[config.mk]
export PLATFORM = sky130hd
export DESIGN_NAME = weather_frame_check_and_unpack
export DESIGN_NICKNAME = d
export VERILOG_FILES = /design/src/rtl/wfcu_pkg.sv /design/src/rtl/wfcu_front.sv /design/src/rtl/wfcu_queue.sv /design/src/rtl/wfcu_back.sv /design/src/rtl/weather_frame_check_and_unpack.sv
export SDC_FILE = /design/constraint.sdc
export NUM_CORES = 1
export LEC_CHECK = 0
export BUFFER_PORTS_ARGS = -buffer_cell sky130_fd_sc_hd__buf_2
export CAP_MARGIN = 20
export CORE_MARGIN = 3
export CORE_UTILIZATION = 30
export CTS_CLUSTER_SIZE = 16
export DETAILED_ROUTE_END_ITERATION = 10
export SYNTH_ARGS = -nofsm -noshare
export SYNTH_HDL_FRONTEND = slang
export SYNTH_HIERARCHICAL = 1
export SYNTH_SLANG_ARGS = --single-unit
export TNS_END_PERCENT = 50
[constraint.sdc]
create_clock -name i_clk -period 6.9 [get_ports i_clk]
set_clock_uncertainty 0.1 [all_clocks]
set_input_delay 0.345 -clock i_clk [delete_from_list [all_inputs] [get_ports i_clk]]
set_output_delay 0.345 -clock i_clk [all_outputs]
set_load 0.01 [all_outputs]
[src/rtl/wfcu_pkg.sv]
`default_nettype none
// ----------------------------------------------------------------------------
// wfcu_pkg: shared types and constants for the weather frame checker
// Frame layout constants, status codes and the record passed front to back.
// ----------------------------------------------------------------------------
package wfcu_pkg;

    typedef logic [7:0] t_byte;
    typedef logic [1:0] t_status;

    // Status codes
    localparam t_status STATUS_VALID    = 2'd0;
    localparam t_status STATUS_PREAMBLE = 2'd1;
    localparam t_status STATUS_CHECKSUM = 2'd2;

    // Frame layout
    localparam int          FRAME_LEN   = 12;
    localparam int          CNT_W       = 4;
    localparam int          FIELD_FIRST = 3;    // first captured byte
    localparam int          FIELD_NUM   = 8;    // bytes 3..10
    localparam int          XOR_LAST    = 9;    // last byte folded into the XORs
    localparam int          PREAMBLE_N  = 3;
    localparam t_byte       PREAMBLE_0  = 8'h55;
    localparam t_byte       PREAMBLE_1  = 8'h5A;
    localparam t_byte       PREAMBLE_2  = 8'h67;
    localparam logic [6:0]  CHECK_KEY   = 7'h18;

    // Unpack scale factors
    localparam logic [6:0]  RAIN_FACTOR = 7'd79;
    localparam logic [5:0]  DIR_FACTOR  = 6'd45;

    // Record queue between front and back (depth must be a power of two)
    localparam int QUEUE_DEPTH = 2;
    localparam int QPTR_W      = (QUEUE_DEPTH > 1) ? $clog2(QUEUE_DEPTH) : 1;
    localparam int QCNT_W      = $clog2(QUEUE_DEPTH + 1);

    // One finished frame: status plus the raw field bytes 3..9
    typedef struct packed {
        t_status status;
        t_byte   b3;
        t_byte   b4;
        t_byte   b5;
        t_byte   b6;
        t_byte   b7;
        t_byte   b8;
        t_byte   b9;
    } t_frame;

    // Expected raw preamble byte at position idx (0..2)
    function automatic t_byte preamble_byte(input logic [1:0] idx);
        t_byte v;
        unique case (idx)
            2'd0:    v = PREAMBLE_0;
            2'd1:    v = PREAMBLE_1;
            default: v = PREAMBLE_2;
        endcase
        return v;
    endfunction

    // Check value: E ^ O ^ mix of shifted E selected by the key bits
    function automatic t_byte check_value(input t_byte e, input t_byte o);
        t_byte mix;
        mix = '0;
        for (int j = 0; j < 7; j++) begin
            if (CHECK_KEY[j]) begin
                mix = mix ^ t_byte'(e << (j + 1));
            end
        end
        return e ^ o ^ mix;
    endfunction

endpackage
`default_nettype wire

[src/rtl/wfcu_front.sv]
`default_nettype none
// ----------------------------------------------------------------------------
// wfcu_front: byte intake and frame classification
// Counts bytes, checks the preamble, keeps the even/odd XORs, captures the
// field bytes and emits one frame record after byte 11.
// ----------------------------------------------------------------------------
module wfcu_front (
    input  wire                   i_clk,
    input  wire                   i_rst_n,
    input  wire  [7:0]            i_data_byte,
    input  wire                   i_frame_start,
    input  wire                   i_push,
    output logic                  o_full,
    input  wire                   i_q_full,
    output logic                  o_rec_push,
    output wfcu_pkg::t_frame      o_rec
);
    import wfcu_pkg::*;

    logic [CNT_W-1:0] r_count, n_count;
    t_byte            r_even, n_even;
    t_byte            r_odd, n_odd;
    logic             r_hdr_ok, n_hdr_ok;
    t_byte            r_fb [FIELD_NUM];

    logic [CNT_W-1:0] s_cnt;
    t_byte            s_even, s_odd, s_inv;
    logic             s_hdr_ok, s_accept, s_last;

    assign o_full   = i_q_full;
    assign s_accept = i_push && !i_q_full;
    assign s_inv    = ~i_data_byte;

    // Frame start restarts the count and clears the running state first
    always_comb begin
        s_cnt    = i_frame_start ? '0 : r_count;
        s_even   = i_frame_start ? '0 : r_even;
        s_odd    = i_frame_start ? '0 : r_odd;
        s_hdr_ok = i_frame_start ? 1'b1 : r_hdr_ok;
    end

    assign s_last = (s_cnt == CNT_W'(FRAME_LEN - 1));

    // Next state of the running frame state
    always_comb begin
        n_count  = r_count;
        n_even   = r_even;
        n_odd    = r_odd;
        n_hdr_ok = r_hdr_ok;
        if (s_accept) begin
            n_count  = s_cnt;
            n_even   = s_even;
            n_odd    = s_odd;
            n_hdr_ok = s_hdr_ok;
            if (s_cnt < CNT_W'(FRAME_LEN)) begin
                n_count = s_cnt + 1'b1;
                if (s_cnt < CNT_W'(PREAMBLE_N) &&
                    i_data_byte != preamble_byte(s_cnt[1:0])) begin
                    n_hdr_ok = 1'b0;
                end
                if (s_cnt <= CNT_W'(XOR_LAST)) begin
                    if (s_cnt[0]) begin
                        n_odd = s_odd ^ s_inv;
                    end else begin
                        n_even = s_even ^ s_inv;
                    end
                end
            end
        end
    end

    always_ff @(posedge i_clk) begin
        if (!i_rst_n) begin
            r_count  <= '0;
            r_even   <= '0;
            r_odd    <= '0;
            r_hdr_ok <= 1'b1;
        end else begin
            r_count  <= n_count;
            r_even   <= n_even;
            r_odd    <= n_odd;
            r_hdr_ok <= n_hdr_ok;
        end
    end

    // Field byte capture, one slot per byte position
    always_ff @(posedge i_clk) begin
        for (int k = 0; k < FIELD_NUM; k++) begin
            if (s_accept && s_cnt == CNT_W'(k + FIELD_FIRST)) begin
                r_fb[k] <= s_inv;
            end
        end
    end

    // Record out on the last byte; byte 10 already sits in the last slot
    always_comb begin
        o_rec_push = s_accept && s_last;
        if (!s_hdr_ok) begin
            o_rec.status = STATUS_PREAMBLE;
        end else if (check_value(s_even, s_odd) != r_fb[FIELD_NUM-1]) begin
            o_rec.status = STATUS_CHECKSUM;
        end else begin
            o_rec.status = STATUS_VALID;
        end
        o_rec.b3 = r_fb[0];
        o_rec.b4 = r_fb[1];
        o_rec.b5 = r_fb[2];
        o_rec.b6 = r_fb[3];
        o_rec.b7 = r_fb[4];
        o_rec.b8 = r_fb[5];
        o_rec.b9 = r_fb[6];
    end

endmodule
`default_nettype wire

[src/rtl/wfcu_queue.sv]
`default_nettype none
// ----------------------------------------------------------------------------
// wfcu_queue: short frame record queue
// Decouples the byte intake from the unpack stage.
// ----------------------------------------------------------------------------
module wfcu_queue (
    input  wire                   i_clk,
    input  wire                   i_rst_n,
    input  wire                   i_push,
    input  wfcu_pkg::t_frame      i_rec,
    output logic                  o_full,
    input  wire                   i_pop,
    output logic                  o_empty,
    output wfcu_pkg::t_frame      o_rec
);
    import wfcu_pkg::*;

    t_frame             r_mem [QUEUE_DEPTH];
    logic [QPTR_W-1:0]  r_wr_ptr, r_rd_ptr;
    logic [QCNT_W-1:0]  r_cnt;
    logic               s_do_push, s_do_pop;

    assign o_full    = (r_cnt == QCNT_W'(QUEUE_DEPTH));
    assign o_empty   = (r_cnt == '0);
    assign s_do_push = i_push && !o_full;
    assign s_do_pop  = i_pop && !o_empty;
    assign o_rec     = r_mem[r_rd_ptr];

    // Pointers and fill count; pointers wrap since depth is a power of two
    always_ff @(posedge i_clk) begin
        if (!i_rst_n) begin
            r_wr_ptr <= '0;
            r_rd_ptr <= '0;
            r_cnt    <= '0;
        end else begin
            if (s_do_push) begin
                r_wr_ptr <= r_wr_ptr + 1'b1;
            end
            if (s_do_pop) begin
                r_rd_ptr <= r_rd_ptr + 1'b1;
            end
            if (s_do_push && !s_do_pop) begin
                r_cnt <= r_cnt + 1'b1;
            end else if (s_do_pop && !s_do_push) begin
                r_cnt <= r_cnt - 1'b1;
            end
        end
    end

    // Storage
    always_ff @(posedge i_clk) begin
        if (s_do_push) begin
            r_mem[r_wr_ptr] <= i_rec;
        end
    end

endmodule
`default_nettype wire

[src/rtl/wfcu_back.sv]
`default_nettype none
// ----------------------------------------------------------------------------
// wfcu_back: field unpack and result register
// Scales the raw field bytes into engineering units and holds the result
// until it is popped.
// ----------------------------------------------------------------------------
module wfcu_back (
    input  wire                   i_clk,
    input  wire                   i_rst_n,
    input  wire                   i_q_empty,
    input  wfcu_pkg::t_frame      i_rec,
    output logic                  o_q_pop,
    input  wire                   i_pop,
    output logic                  o_empty,
    output logic [1:0]            o_status,
    output logic [7:0]            o_station_id,
    output logic                  o_batt_good,
    output logic signed [11:0]    o_temperature_tenths,
    output logic [7:0]            o_humidity_pct,
    output logic [18:0]           o_rain_hundredths_mm,
    output logic [7:0]            o_wind_speed_kmh,
    output logic [8:0]            o_wind_heading
);
    import wfcu_pkg::*;

    logic               r_valid;
    logic               s_take, s_ok;
    logic [11:0]        s_rain_cnt;
    logic [18:0]        s_rain;
    logic [9:0]         s_dir_x2;

    t_status            r_status;
    t_byte              r_id, r_hum, r_wind;
    logic               r_batt;
    logic signed [11:0] r_temp;
    logic [18:0]        r_rain;
    logic [8:0]         r_dir;

    // Load the result register when it is free or being drained
    assign s_take  = !i_q_empty && (!r_valid || i_pop);
    assign o_q_pop = s_take;
    assign o_empty = !r_valid;
    assign s_ok    = (i_rec.status == STATUS_VALID);

    // Unit scaling
    assign s_rain_cnt = {i_rec.b7, i_rec.b8[7:4]};
    assign s_rain     = 19'(s_rain_cnt * RAIN_FACTOR);
    assign s_dir_x2   = 10'(i_rec.b9[3:0] * DIR_FACTOR);

    always_ff @(posedge i_clk) begin
        if (!i_rst_n) begin
            r_valid <= 1'b0;
        end else if (s_take) begin
            r_valid <= 1'b1;
        end else if (i_pop) begin
            r_valid <= 1'b0;
        end
    end

    // Result payload; failed frames carry zero fields
    always_ff @(posedge i_clk) begin
        if (s_take) begin
            r_status <= i_rec.status;
            r_id     <= s_ok ? i_rec.b3 : '0;
            r_batt   <= s_ok && !i_rec.b4[7];
            r_temp   <= s_ok ? $signed({i_rec.b4[3:0], i_rec.b5}) : '0;
            r_hum    <= s_ok ? i_rec.b6 : '0;
            r_rain   <= s_ok ? s_rain : '0;
            r_wind   <= s_ok ? {i_rec.b8[3:0], i_rec.b9[7:4]} : '0;
            r_dir    <= s_ok ? s_dir_x2[9:1] : '0;
        end
    end

    assign o_status             = r_status;
    assign o_station_id         = r_id;
    assign o_batt_good          = r_batt;
    assign o_temperature_tenths = r_temp;
    assign o_humidity_pct       = r_hum;
    assign o_rain_hundredths_mm = r_rain;
    assign o_wind_speed_kmh     = r_wind;
    assign o_wind_heading       = r_dir;

endmodule
`default_nettype wire

[src/rtl/weather_frame_check_and_unpack.sv]
`default_nettype none
// Result path: with the result register free, the record for byte 11 passes
//   through the record queue write, then the result register, to the outputs.
// Throughput: one byte per cycle; the intake stalls only while the two-entry
//   record queue is full.
// Reset: synchronous active low; byte count, XORs and queue are cleared,
//   header flag set, no result pending.
// ----------------------------------------------------------------------------
// weather_frame_check_and_unpack: sensor frame checker and unpacker
// Intake front end, record queue and unpack back end with a result register.
// ----------------------------------------------------------------------------
module weather_frame_check_and_unpack (
    input  wire                   i_clk,
    input  wire                   i_rst_n,
    input  wire  [7:0]            i_data_byte,
    input  wire                   i_frame_start,
    input  wire                   push,
    output logic                  full,
    output logic                  empty,
    input  wire                   pop,
    output logic [1:0]            o_status,
    output logic [7:0]            o_station_id,
    output logic                  o_batt_good,
    output logic signed [11:0]    o_temperature_tenths,
    output logic [7:0]            o_humidity_pct,
    output logic [18:0]           o_rain_hundredths_mm,
    output logic [7:0]            o_wind_speed_kmh,
    output logic [8:0]            o_wind_heading
);
    import wfcu_pkg::*;

    t_frame s_front_rec, s_back_rec;
    logic   s_rec_push, s_q_full, s_q_empty, s_q_pop;

    // Byte intake and classification
    wfcu_front u_front (
        .i_clk         (i_clk),
        .i_rst_n       (i_rst_n),
        .i_data_byte   (i_data_byte),
        .i_frame_start (i_frame_start),
        .i_push        (push),
        .o_full        (full),
        .i_q_full      (s_q_full),
        .o_rec_push    (s_rec_push),
        .o_rec         (s_front_rec)
    );

    // Frame record queue
    wfcu_queue u_queue (
        .i_clk   (i_clk),
        .i_rst_n (i_rst_n),
        .i_push  (s_rec_push),
        .i_rec   (s_front_rec),
        .o_full  (s_q_full),
        .i_pop   (s_q_pop),
        .o_empty (s_q_empty),
        .o_rec   (s_back_rec)
    );

    // Unpack and result register
    wfcu_back u_back (
        .i_clk                (i_clk),
        .i_rst_n              (i_rst_n),
        .i_q_empty            (s_q_empty),
        .i_rec                (s_back_rec),
        .o_q_pop              (s_q_pop),
        .i_pop                (pop),
        .o_empty              (empty),
        .o_status             (o_status),
        .o_station_id         (o_station_id),
        .o_batt_good          (o_batt_good),
        .o_temperature_tenths (o_temperature_tenths),
        .o_humidity_pct       (o_humidity_pct),
        .o_rain_hundredths_mm (o_rain_hundredths_mm),
        .o_wind_speed_kmh     (o_wind_speed_kmh),
        .o_wind_heading       (o_wind_heading)
    );

endmodule
`default_nettype wire

==> reports/results.ini, run 1 <==
[global_route]
grt_use_total_pct = 11.0
grt_max_degree = 69
grt_pass1_wl_um = 38300
grt.overflow.total = 0
grt_pass1_vias = 6930
antenna_found_initial = 0

[pwr]
combPwrFrac_pct = 2.0
leakagePower_nw = 5.33
power_frac_seq_pct = 51.8
peakVddDrop_mv = 0.192
pwr-share-clk_pct = 46.2
power_density_mw_per_mm2 = 238
cellInternalPower_mw = 2.69
switchingPower_mw = 0.673
switching_share_pct = 20.0

[placed_design]
dpl.hpwl_um = 15800
port_buffers = 81
place.gp.congestion = 0.827
dpl-instance-area_mm2 = 0.0131

[floorplanning]
die_h_um = 209
initial_utilization_pct = 30.7
rows = 73
core_mm2 = 0.0402
dieArea_mm2 = 0.0435
die_w_um = 209
ioPinCount = 82

[final_layout]
final_nets = 1041
fill_cells = 3895
layout.cells.most_common_list = 238 x edfxtp_1, 84 x inv_1, 81 x buf_2, 63 x nor2_1, 58 x ha_1
areaGrowthSynthToFinish_pct = 14.7
drive_above_1_share_pct = 19.5
final_cell_area_mm2 = 0.0141
final_common_cell = edfxtp_1
seq_area_mm2 = 0.00769
antenna_cells = 0
multi_input_area_mm2 = 0.00401

[detailed_routing]
first_pass_iters = 5
avgViaCountPerCell = 4.48
drtIter0Drc = 412
drt_drc_violations_left = 0
postRouteAntennaNets = 0
wl_um = 24100
vias = 6675
wl_per_cell_um = 16.2

[logic_synthesis]
ys_warn_count = 6
synth_area_per_cell_um2 = 14.2
synth_nets = 967
syn_inst = 867
netlist_area_mm2 = 0.0123

[critical_path]
path_class = register to register
endpoint_kind = register
arrival_ps = 5440
cp_max_fo = 32
startpoint_type = register
critPathRequiredTime_ps = 7100

[sta]
finalSetupTns_ps = 0
hold_viol = 0
final.min_clock_period_ps = 5240
slew_headroom_pct = 35.8
maxSlewViolCount = 0
worstMarginPinSlew_ps = 963
setup-violations-final = 0
fin_crit_sh_pct = 76.0
max_clock_freq_mhz = 191
rsz0062_at_grt = no

[job]
cap_violations = 0

[clock_tree]
clk_latency_ps = 560
ctsResizeCount = 0
cts-root-buf = clkbuf_16
cts_made_buffers = 29
clockBufferDepth = 3
cts_tree = yes
cts.htree.levels = 1
clkTransAtPathRegs_ps = 60
cts.sinks = 265

[run_status]
status = finished, final reports clean

[min_path]
hold_path.class = input port to register

-- cell type report --
type / instances / area share (%)
Sequential cell: 265 / 54.4
Clock inverter: 18 / 1.44
Multi-Input combinational cell: 468 / 28.4
Inverter: 87 / 2.31
Tap cell: 525 / 4.65
Clock buffer: 36 / 5.32
Timing Repair Buffer: 90 / 3.44
-- per-layer routing --
layer / wire, um / up-vias / GRT usage [%] / part of all wire (%)
li1: - / 3177 / - / -
met1: 11200 / 3322 / 15.0 / 47
met2: 11200 / 137 / 18.4 / 47
met3: 1080 / 39 / 1.97 / 4.5
met4: 524 / 0 / 2.82 / 2.2
met5: 0 / - / 0 / 0
-- power groups by stage --
stage | Sequential, mW | Combinational [mW] | Clock, mW
2_1_floorplan | 1.77 | 0.0450 | 0
3_3_place_gp | 1.77 | 0.0673 | 0
3_5_place_dp | 1.77 | 0.0686 | 0
4_1_cts | 1.74 | 0.0699 | 1.61
5_1_grt | 1.74 | 0.0762 | 1.66
6_report | 1.74 | 0.0689 | 1.55
-- repair_timing --
action / 4_1_cts / 5_1_grt
hold endpoints to repair: 3 / 0
hold buffers: 2 / 0
buffers inserted: 0 / 0
-- final timing paths --
path                                  from                                            end  slack, ps  depth (start not counted)
min                         i_data_byte[7]                  u_front/r_odd[7]$_SDFFE_PN0P_         90                          4
max reg2reg                       register  u_back/o_rain_hundredths_mm[17]$_SDFFCE_PP0P_       1660                         15
min reg2reg  u_front/r_fb[0][11]$_DFFE_PP_                 u_queue/r_mem[0][43]$_DFFE_PP_        330                          0
max                               register  u_back/o_rain_hundredths_mm[17]$_SDFFCE_PP0P_       1660                         15
-- flip-flops by register name, summed over array words and instances, names as in the netlist, 2 cells and up, named ones only --
signal and cells:
u_front/r_even 8, u_back/o_wind_speed_kmh 8, u_queue/r_cnt 2, u_back/o_status 2
u_front/r_fb 61, u_queue/r_mem 110, u_back/o_rain_hundredths_mm 19, u_back/o_humidity_pct 8
u_back/o_station_id 8, u_front/r_odd 8, u_back/o_wind_heading 9, u_back/o_temperature_tenths 12
u_front/r_count 4
-- worst max-delay path, stage by stage, from the launching register on --
cell      delay (ps)
dfxtp_2          890
mux2_1           410
inv_1            230
fa_1             460
inv_1             60
ha_1             230
fa_1             540
inv_1             50
fa_1             490
inv_1             40
ha_1             380
a21oi_1          270
o21ai_0          150
a221oi_1         350
o41ai_2          140
mux2i_1          140
-- per-stage QoR --
step	power (mW)	setup slack [ps]	instances	utilization, %	hold slack (ps)
6_report	3.36	1660	1489	35.1	93.4
5_1_grt	3.48	1350	1489	35.1	119
4_1_cts	3.42	1640	1488	35.1	63.6
3_5_place_dp	1.84	1640	1432	32.7	330
3_3_place_gp	1.84	1730	1432	32.7	322
2_1_floorplan	1.82	1850	867	-	321
Note: power is estimated with default switching activity, not from simulation.
==> run 2, diff against run 1 <==
--- a/config.mk
+++ b/config.mk
@@ -5,6 +5,7 @@
 export SDC_FILE = /design/constraint.sdc
 export NUM_CORES = 1
 export LEC_CHECK = 0
+export ABC_AREA = 1
 export BUFFER_PORTS_ARGS = -buffer_cell sky130_fd_sc_hd__buf_2
 export CAP_MARGIN = 20
 export CORE_MARGIN = 3
==> constraint.sdc (replaced) <==
create_clock -name i_clk -period 4.6 [get_ports i_clk]
set_clock_uncertainty 0.1 [all_clocks]
set_input_delay 0.23 -clock i_clk [delete_from_list [all_inputs] [get_ports i_clk]]
set_output_delay 0.23 -clock i_clk [all_outputs]
set_load 0.01 [all_outputs]
==> run 2 against run 1 <==
Net effect: sequential share of layout area fell by 2.9 points; clock power rose by 45%; die area up 5.2%; total power is 48% higher; largest cell class unchanged; critical endpoint is now u_back/o_rain_hundredths_mm[12]$_SDFFCE_PP0P_; final cell count rose by 21%.
==> reports/results.ini, run 2 <==
[logic_synthesis]
netlist_area_mm2 = 0.0130  ; +5.4%
ys_warn_count = 6  ; unchanged
syn_inst = 1121  ; +29%
synth_nets = 1221  ; +26%
synth_area_per_cell_um2 = 11.6  ; -19%

[detailed_routing]
wl_per_cell_um = 13.9  ; -14%
first_pass_iters = 5  ; unchanged
vias = 7679  ; +15%
wl_um = 25100  ; +4.4%
postRouteAntennaNets = 0  ; unchanged
drt_drc_violations_left = 0  ; unchanged
avgViaCountPerCell = 4.25  ; -5.2%
drtIter0Drc = 419  ; +1.7%

[final_layout]
final_nets = 1310  ; +26%
areaGrowthSynthToFinish_pct = 14.9
final_common_cell = edfxtp_1
fill_cells = 4166  ; +7.0%
fin_cells = 1807  ; +21%
antenna_cells = 0  ; unchanged
drive_above_1_share_pct = 20.5  ; +0.99 points
largest-register = u_queue/r_mem
largest_register_ffs = 110  ; unchanged
layout.cells.most_common_list = 238 x edfxtp_1, 200 x inv_1, 168 x nand2_1, 110 x nor2_1, 83 x buf_2

[placed_design]
place.gp.congestion = 0.792  ; -4.1%
post-place-cells = 1744  ; +22%
dpl.hpwl_um = 17100  ; +8.3%
port_buffers = 81  ; unchanged

[clock_tree]
cts_tree = yes
cts_made_buffers = 29  ; unchanged
clkTransAtPathRegs_ps = 60  ; about the same
cts.sinks = 265  ; unchanged
cts.htree.levels = 1  ; unchanged
clk_latency_ps = 550  ; about the same
postCtsSetupBuffers = 0  ; unchanged
cts-root-buf = clkbuf_16
clockBufferDepth = 3  ; unchanged

[floorplanning]
dieArea_mm2 = 0.0458  ; +5.2%
core_mm2 = 0.0423  ; +5.3%
die_h_um = 214  ; +2.6%
initial_utilization_pct = 30.7  ; about the same
die_w_um = 214  ; +2.6%
rows = 75  ; +2.7%
ioPinCount = 82  ; unchanged

[sta]
final.min_clock_period_ps = 4330  ; -908 ps
maxSlewViolCount = 0  ; unchanged
rsz0062_at_grt = no
max_clock_freq_mhz = 231  ; +21%
setup-violations-final = 0  ; unchanged
slew_headroom_pct = 34.6  ; -1.2 points
finalSetupTns_ps = 0  ; unchanged
hold_viol = 0  ; unchanged
worstMarginPinSlew_ps = 979  ; +15.8 ps
fin_crit_sh_pct = 94.2  ; +18 points

[pwr]
power_mw = 4.99  ; +48%
power_density_mw_per_mm2 = 334  ; +40%
peakVddDrop_mv = 0.271  ; +41%
leakagePower_nw = 6.17  ; +16%

[job]
cap_violations = 0  ; unchanged

[critical_path]
crit_top_cell = nand2_1
path_cells = mux2_2 -> inv_1 -> fa_1 -> inv_1 -> ha_1 -> inv_1 -> fa_1 -> inv_1 -> fa_1 -> ha_1 -> nand2_1 -> nand3b_1 -> nand2_1 -> nand2_1 -> nand2_1 -> nand2_1 -> nand2_1 -> nor2_2
worst-r2r-setup-slack_ps = 270  ; -1390 ps
path_class = register to register
endpoint_kind = register
arrival_ps = 4550  ; -890 ps
slowest_stage = fa_1
critPathRequiredTime_ps = 4820  ; -2280 ps
cpPeakStageDelay_ps = 540  ; -350 ps
startpoint_type = register
cp_max_fo = 13  ; -59%

[global_route]
grt_pass1_vias = 7780  ; +12%
antenna_found_initial = 0  ; unchanged
grt.overflow.total = 0  ; unchanged
grt_use_total_pct = 10.9  ; -0.12 points
grt_pass1_wl_um = 40400  ; +5.5%
grt_max_degree = 56  ; -19%

[min_path]
hold_path.class = input port to register

[run_status]
status = finished, final reports clean

-- run 2: changes by cell type in the layout (fill, tap and decap cells not counted), moves of 9 or more --
| cell | delta |
|---|---|
| inv_1 | +116 |
| xor2_1 | -22 |
| mux2_4 | +20 |
| nor3_2 | +16 |
| a21oi_1 | +20 |
| nand2_1 | +139 |
| dlygate4sd3_1 | +9 |
| nor2_1 | +47 |
| mux2_1 | -20 |
| xnor2_1 | -25 |
| a21o_1 | -10 |
| and2_1 | -46 |
| nand3_1 | +38 |
| and3_1 | -10 |
-- run 2: power by group --
group	switching (mW)	internal, mW	leakage, nW
sequential	0.0112	2.61	2.37
combinational	0.0893	0.0411	3.36
clock	0.918	1.32	0.442
-- run 2: cell type report --
cell class                 instances  area [um^2]  share of cell area, %
clock buffer                      35          748                   5.01
clock inverter                    16          163                   1.09
inverter                         210          796                   5.33
multi-input combinational        600         4200                   28.2
sequential                       265         7690                   51.5
tap                              577          722                   4.84
timing repair buffer             104          601                   4.02
-- run 2: critical path: cells and delay by family (launching register included) --
kind,cells,cell delay [ps]
simple gates,8,730
fa+ha+maj,5,2210
mux,1,300
flops,1,470
buf+inv,4,260
-- run 2: routing by layer --
metal	GRT usage, %	share of wire (%)	routed length (um)	vias up
li1	-	-	-	3847
met4	2.88	2.4	615	0
met5	0	0	0	-
met1	14.0	45	11400	3674
met2	18.9	48	12200	123
met3	2.15	3.9	969	35
-- run 2: what timing repair did --
item | 4_1_cts | 5_1_grt
hold buffers | 11 | 0
resized for setup | 0 | 4
endpoints found under the hold margin | 19 | 0
setup endpoints to repair | 0 | 9
-- run 2: worst paths after layout --
| path | startpoint | to | cells past startpoint |
|---|---|---|---|
| max | register | u_back/o_rain_hundredths_mm[12]$_SDFFCE_PP0P_ | 18 |
| min | i_rst_n | u_front/r_odd[7]$_SDFFE_PN0P_ | 3 |
| max reg2reg | register | u_back/o_rain_hundredths_mm[12]$_SDFFCE_PP0P_ | 18 |
| min reg2reg | u_front/r_fb[1][23]$_DFFE_PP_ | u_queue/r_mem[1][7]$_DFFE_PP_ | 0 |
-- run 2: stage by stage --
step	setup WS [ps]	hold slack (ps)	utilization (%)	area (um^2)
finish	267	44.2	35.3	14900
global route	25.8	49.5	35.3	14900
CTS	150	13.1	35.2	14900
detailed placement	169	330	32.8	13900
global placement	216	322	32.8	13900
floorplan	378	251	-	13000
==> run 3, diff against run 2 <==
--- a/config.mk
+++ b/config.mk
@@ -12,6 +12,7 @@
 export CORE_UTILIZATION = 30
 export CTS_CLUSTER_SIZE = 16
 export DETAILED_ROUTE_END_ITERATION = 10
+export MAX_ROUTING_LAYER = met4
 export SYNTH_ARGS = -nofsm -noshare
 export SYNTH_HDL_FRONTEND = slang
 export SYNTH_HIERARCHICAL = 1
==> run 3 against run 2 <==
Net effect: worst setup slack better by 7.4 ps; maximum frequency up 0.17%; via count up 0.14%; routed wire length down 0.33%; die area unchanged; combinational power about the same; global-route usage up 0.33 points; non-clock buffer count unchanged; register-to-register slack about the same; hold slack worse by 5.2 ps; sequential power about the same; largest power group unchanged.
==> reports/results.ini, run 3 (same netlist as run 2, synthesis figures left out) <==
[run_status]
status = finished, final reports clean

[final_layout]
areaGrowthSynthToFinish_pct = 14.9  ; unchanged
layout.cells.most_common_list = 238 x edfxtp_1, 200 x inv_1, 168 x nand2_1, 110 x nor2_1, 83 x buf_2
fill_cells = 4166  ; unchanged
largest_register_ffs = 110  ; unchanged
largest-register = u_queue/r_mem
antenna_cells = 0  ; unchanged
final_core_util_pct = 35.3  ; unchanged
final_common_cell = edfxtp_1
drive_above_1_share_pct = 20.5  ; unchanged
final_cell_area_mm2 = 0.0149  ; unchanged
fin_cells = 1807  ; unchanged
final_nets = 1310  ; unchanged

[floorplanning]
dieArea_mm2 = 0.0458  ; unchanged
die_w_um = 214  ; unchanged
rows = 75  ; unchanged
initial_utilization_pct = 30.7  ; unchanged
die_h_um = 214  ; unchanged
core_mm2 = 0.0423  ; unchanged
ioPinCount = 82  ; unchanged

[clock_tree]
clk_latency_ps = 550  ; about the same
cts.sinks = 265  ; unchanged
postCtsSetupBuffers = 0  ; unchanged
cts_made_buffers = 29  ; unchanged
cts.htree.levels = 1  ; unchanged
clkTransAtPathRegs_ps = 60  ; about the same
clockBufferDepth = 3  ; unchanged
cts-root-buf = clkbuf_16
cts_tree = yes

[placed_design]
port_buffers = 81  ; unchanged
post-place-cells = 1744  ; unchanged
dpl.hpwl_um = 17100  ; unchanged
dpl-instance-area_mm2 = 0.0139  ; unchanged
place.gp.congestion = 0.804  ; +1.4%

[pwr]
leakagePower_nw = 6.17  ; unchanged
power_density_mw_per_mm2 = 334  ; about the same
peakVddDrop_mv = 0.272  ; +0.20%

[sta]
hold_viol = 0  ; unchanged
slew_headroom_pct = 35.1  ; +0.49 points
setup-violations-final = 0  ; unchanged
finalSetupTns_ps = 0  ; unchanged
worstMarginPinSlew_ps = 972  ; -7.14 ps
final.min_clock_period_ps = 4330  ; -7.39 ps
fin_crit_sh_pct = 94.0  ; -0.16 points
max_clock_freq_mhz = 231  ; +0.17%
rsz0062_at_grt = no
maxSlewViolCount = 0  ; unchanged

[detailed_routing]
vias = 7690  ; +0.14%
drtIter0Drc = 425  ; +1.4%
postRouteAntennaNets = 0  ; unchanged
avgViaCountPerCell = 4.26  ; +0.14%
drt_drc_violations_left = 0  ; unchanged
first_pass_iters = 5  ; unchanged
wl_um = 25000  ; -0.33%
wl_per_cell_um = 13.9  ; -0.33%

[critical_path]
startpoint_type = register
path_class = register to register
cp_max_fo = 13  ; unchanged
reg2reg_depth = 16  ; -2
endpoint_kind = register
critPathRequiredTime_ps = 4810  ; about the same
r2r_end = u_back/o_rain_hundredths_mm[16]$_SDFFCE_PP0P_
worst-r2r-setup-slack_ps = 270  ; about the same
arrival_ps = 4540  ; about the same

[min_path]
hold_path.class = input port to register
min_to = u_front/r_odd[7]$_SDFFE_PN0P_
worstHoldPathCells = 3  ; unchanged
hp-start = i_rst_n

[global_route]
grt_max_degree = 56  ; unchanged
grt_use_total_pct = 11.2  ; +0.33 points
grt.overflow.total = 0  ; unchanged
grt_pass1_vias = 7769  ; -0.14%
grt_pass1_wl_um = 40400  ; about the same
antenna_found_initial = 0  ; unchanged

[job]
cap_violations = 0  ; unchanged

[run 3: cell counts in the layout (fill, tap and decap cells not counted)]
No cell type changed its count.
[run 3: timing repair]
| action | 4_1_cts | 5_1_grt |
|---|---|---|
| hold buffers | 11 | 0 |
| resized for setup | 0 | 4 |
| endpoints found under the hold margin | 19 | 0 |
| endpoints found under the setup margin | 0 | 9 |
[run 3: layout make-up]
type | instances | area (um^2) | area share [%]
sequential | 265 | 7690 | 51.5
multi-input combinational | 600 | 4200 | 28.2
inverter | 210 | 796 | 5.33
clock buffer | 35 | 748 | 5.01
tap | 577 | 722 | 4.84
timing repair buffer | 104 | 601 | 4.02
clock inverter | 16 | 163 | 1.09
[run 3: worst max path at each step]
stage / start / end / depth (start not counted)
final: register / u_back/o_rain_hundredths_mm[16]$_SDFFCE_PP0P_ / 16
after global routing: register / u_back/o_rain_hundredths_mm[16]$_SDFFCE_PP0P_ / 18
after CTS: register / u_back/o_rain_hundredths_mm[16]$_SDFFCE_PP0P_ / 16
after detailed placement: register / u_back/o_rain_hundredths_mm[16]$_SDFFCE_PP0P_ / 16
after global placement: register / u_back/o_rain_hundredths_mm[12]$_SDFFCE_PP0P_ / 18
after floorplan: register / u_back/o_rain_hundredths_mm[17]$_SDFFCE_PP0P_ / 20
[run 3: report_power, final]
| group | leakage, nW | switching, mW | total [mW] | internal [mW] |
|---|---|---|---|---|
| clock | 0.442 | 0.918 | 2.24 | 1.32 |
| sequential | 2.37 | 0.0112 | 2.62 | 2.61 |
| combinational | 3.36 | 0.0890 | 0.130 | 0.0411 |
[run 3: critical path, cell delays in order, from the launching register on]
cell and delay, ps:
dfxtp_4 460, mux2_2 300, inv_1 110, fa_1 540, inv_1 40, ha_1 260, inv_1 50, fa_1 530
inv_1 60, fa_1 480, ha_1 400, nand2_1 110, nand3b_1 170, nand2_1 140, nand2_1 90, a21oi_1 160
nor2_1 60
[run 3: routing by layer]
metal  wire length, um  part of all wire [%]  GRT usage [%]
met5                 0                     0              -
met2             12100                    48           18.9
met4               629                   2.5           2.88
met1             11300                    45           14.1
met3              1070                   4.3           2.10
[run 3: per-stage QoR]
stage               worst slack [ps]  hold slack [ps]  power (mW)
global placement                 216              322        2.79
global route                    25.2             54.4        5.17
detailed placement               169              330        2.79
CTS                              150             13.1        5.06
floorplan                        378              251        2.75
finish                           274             39.1        4.99
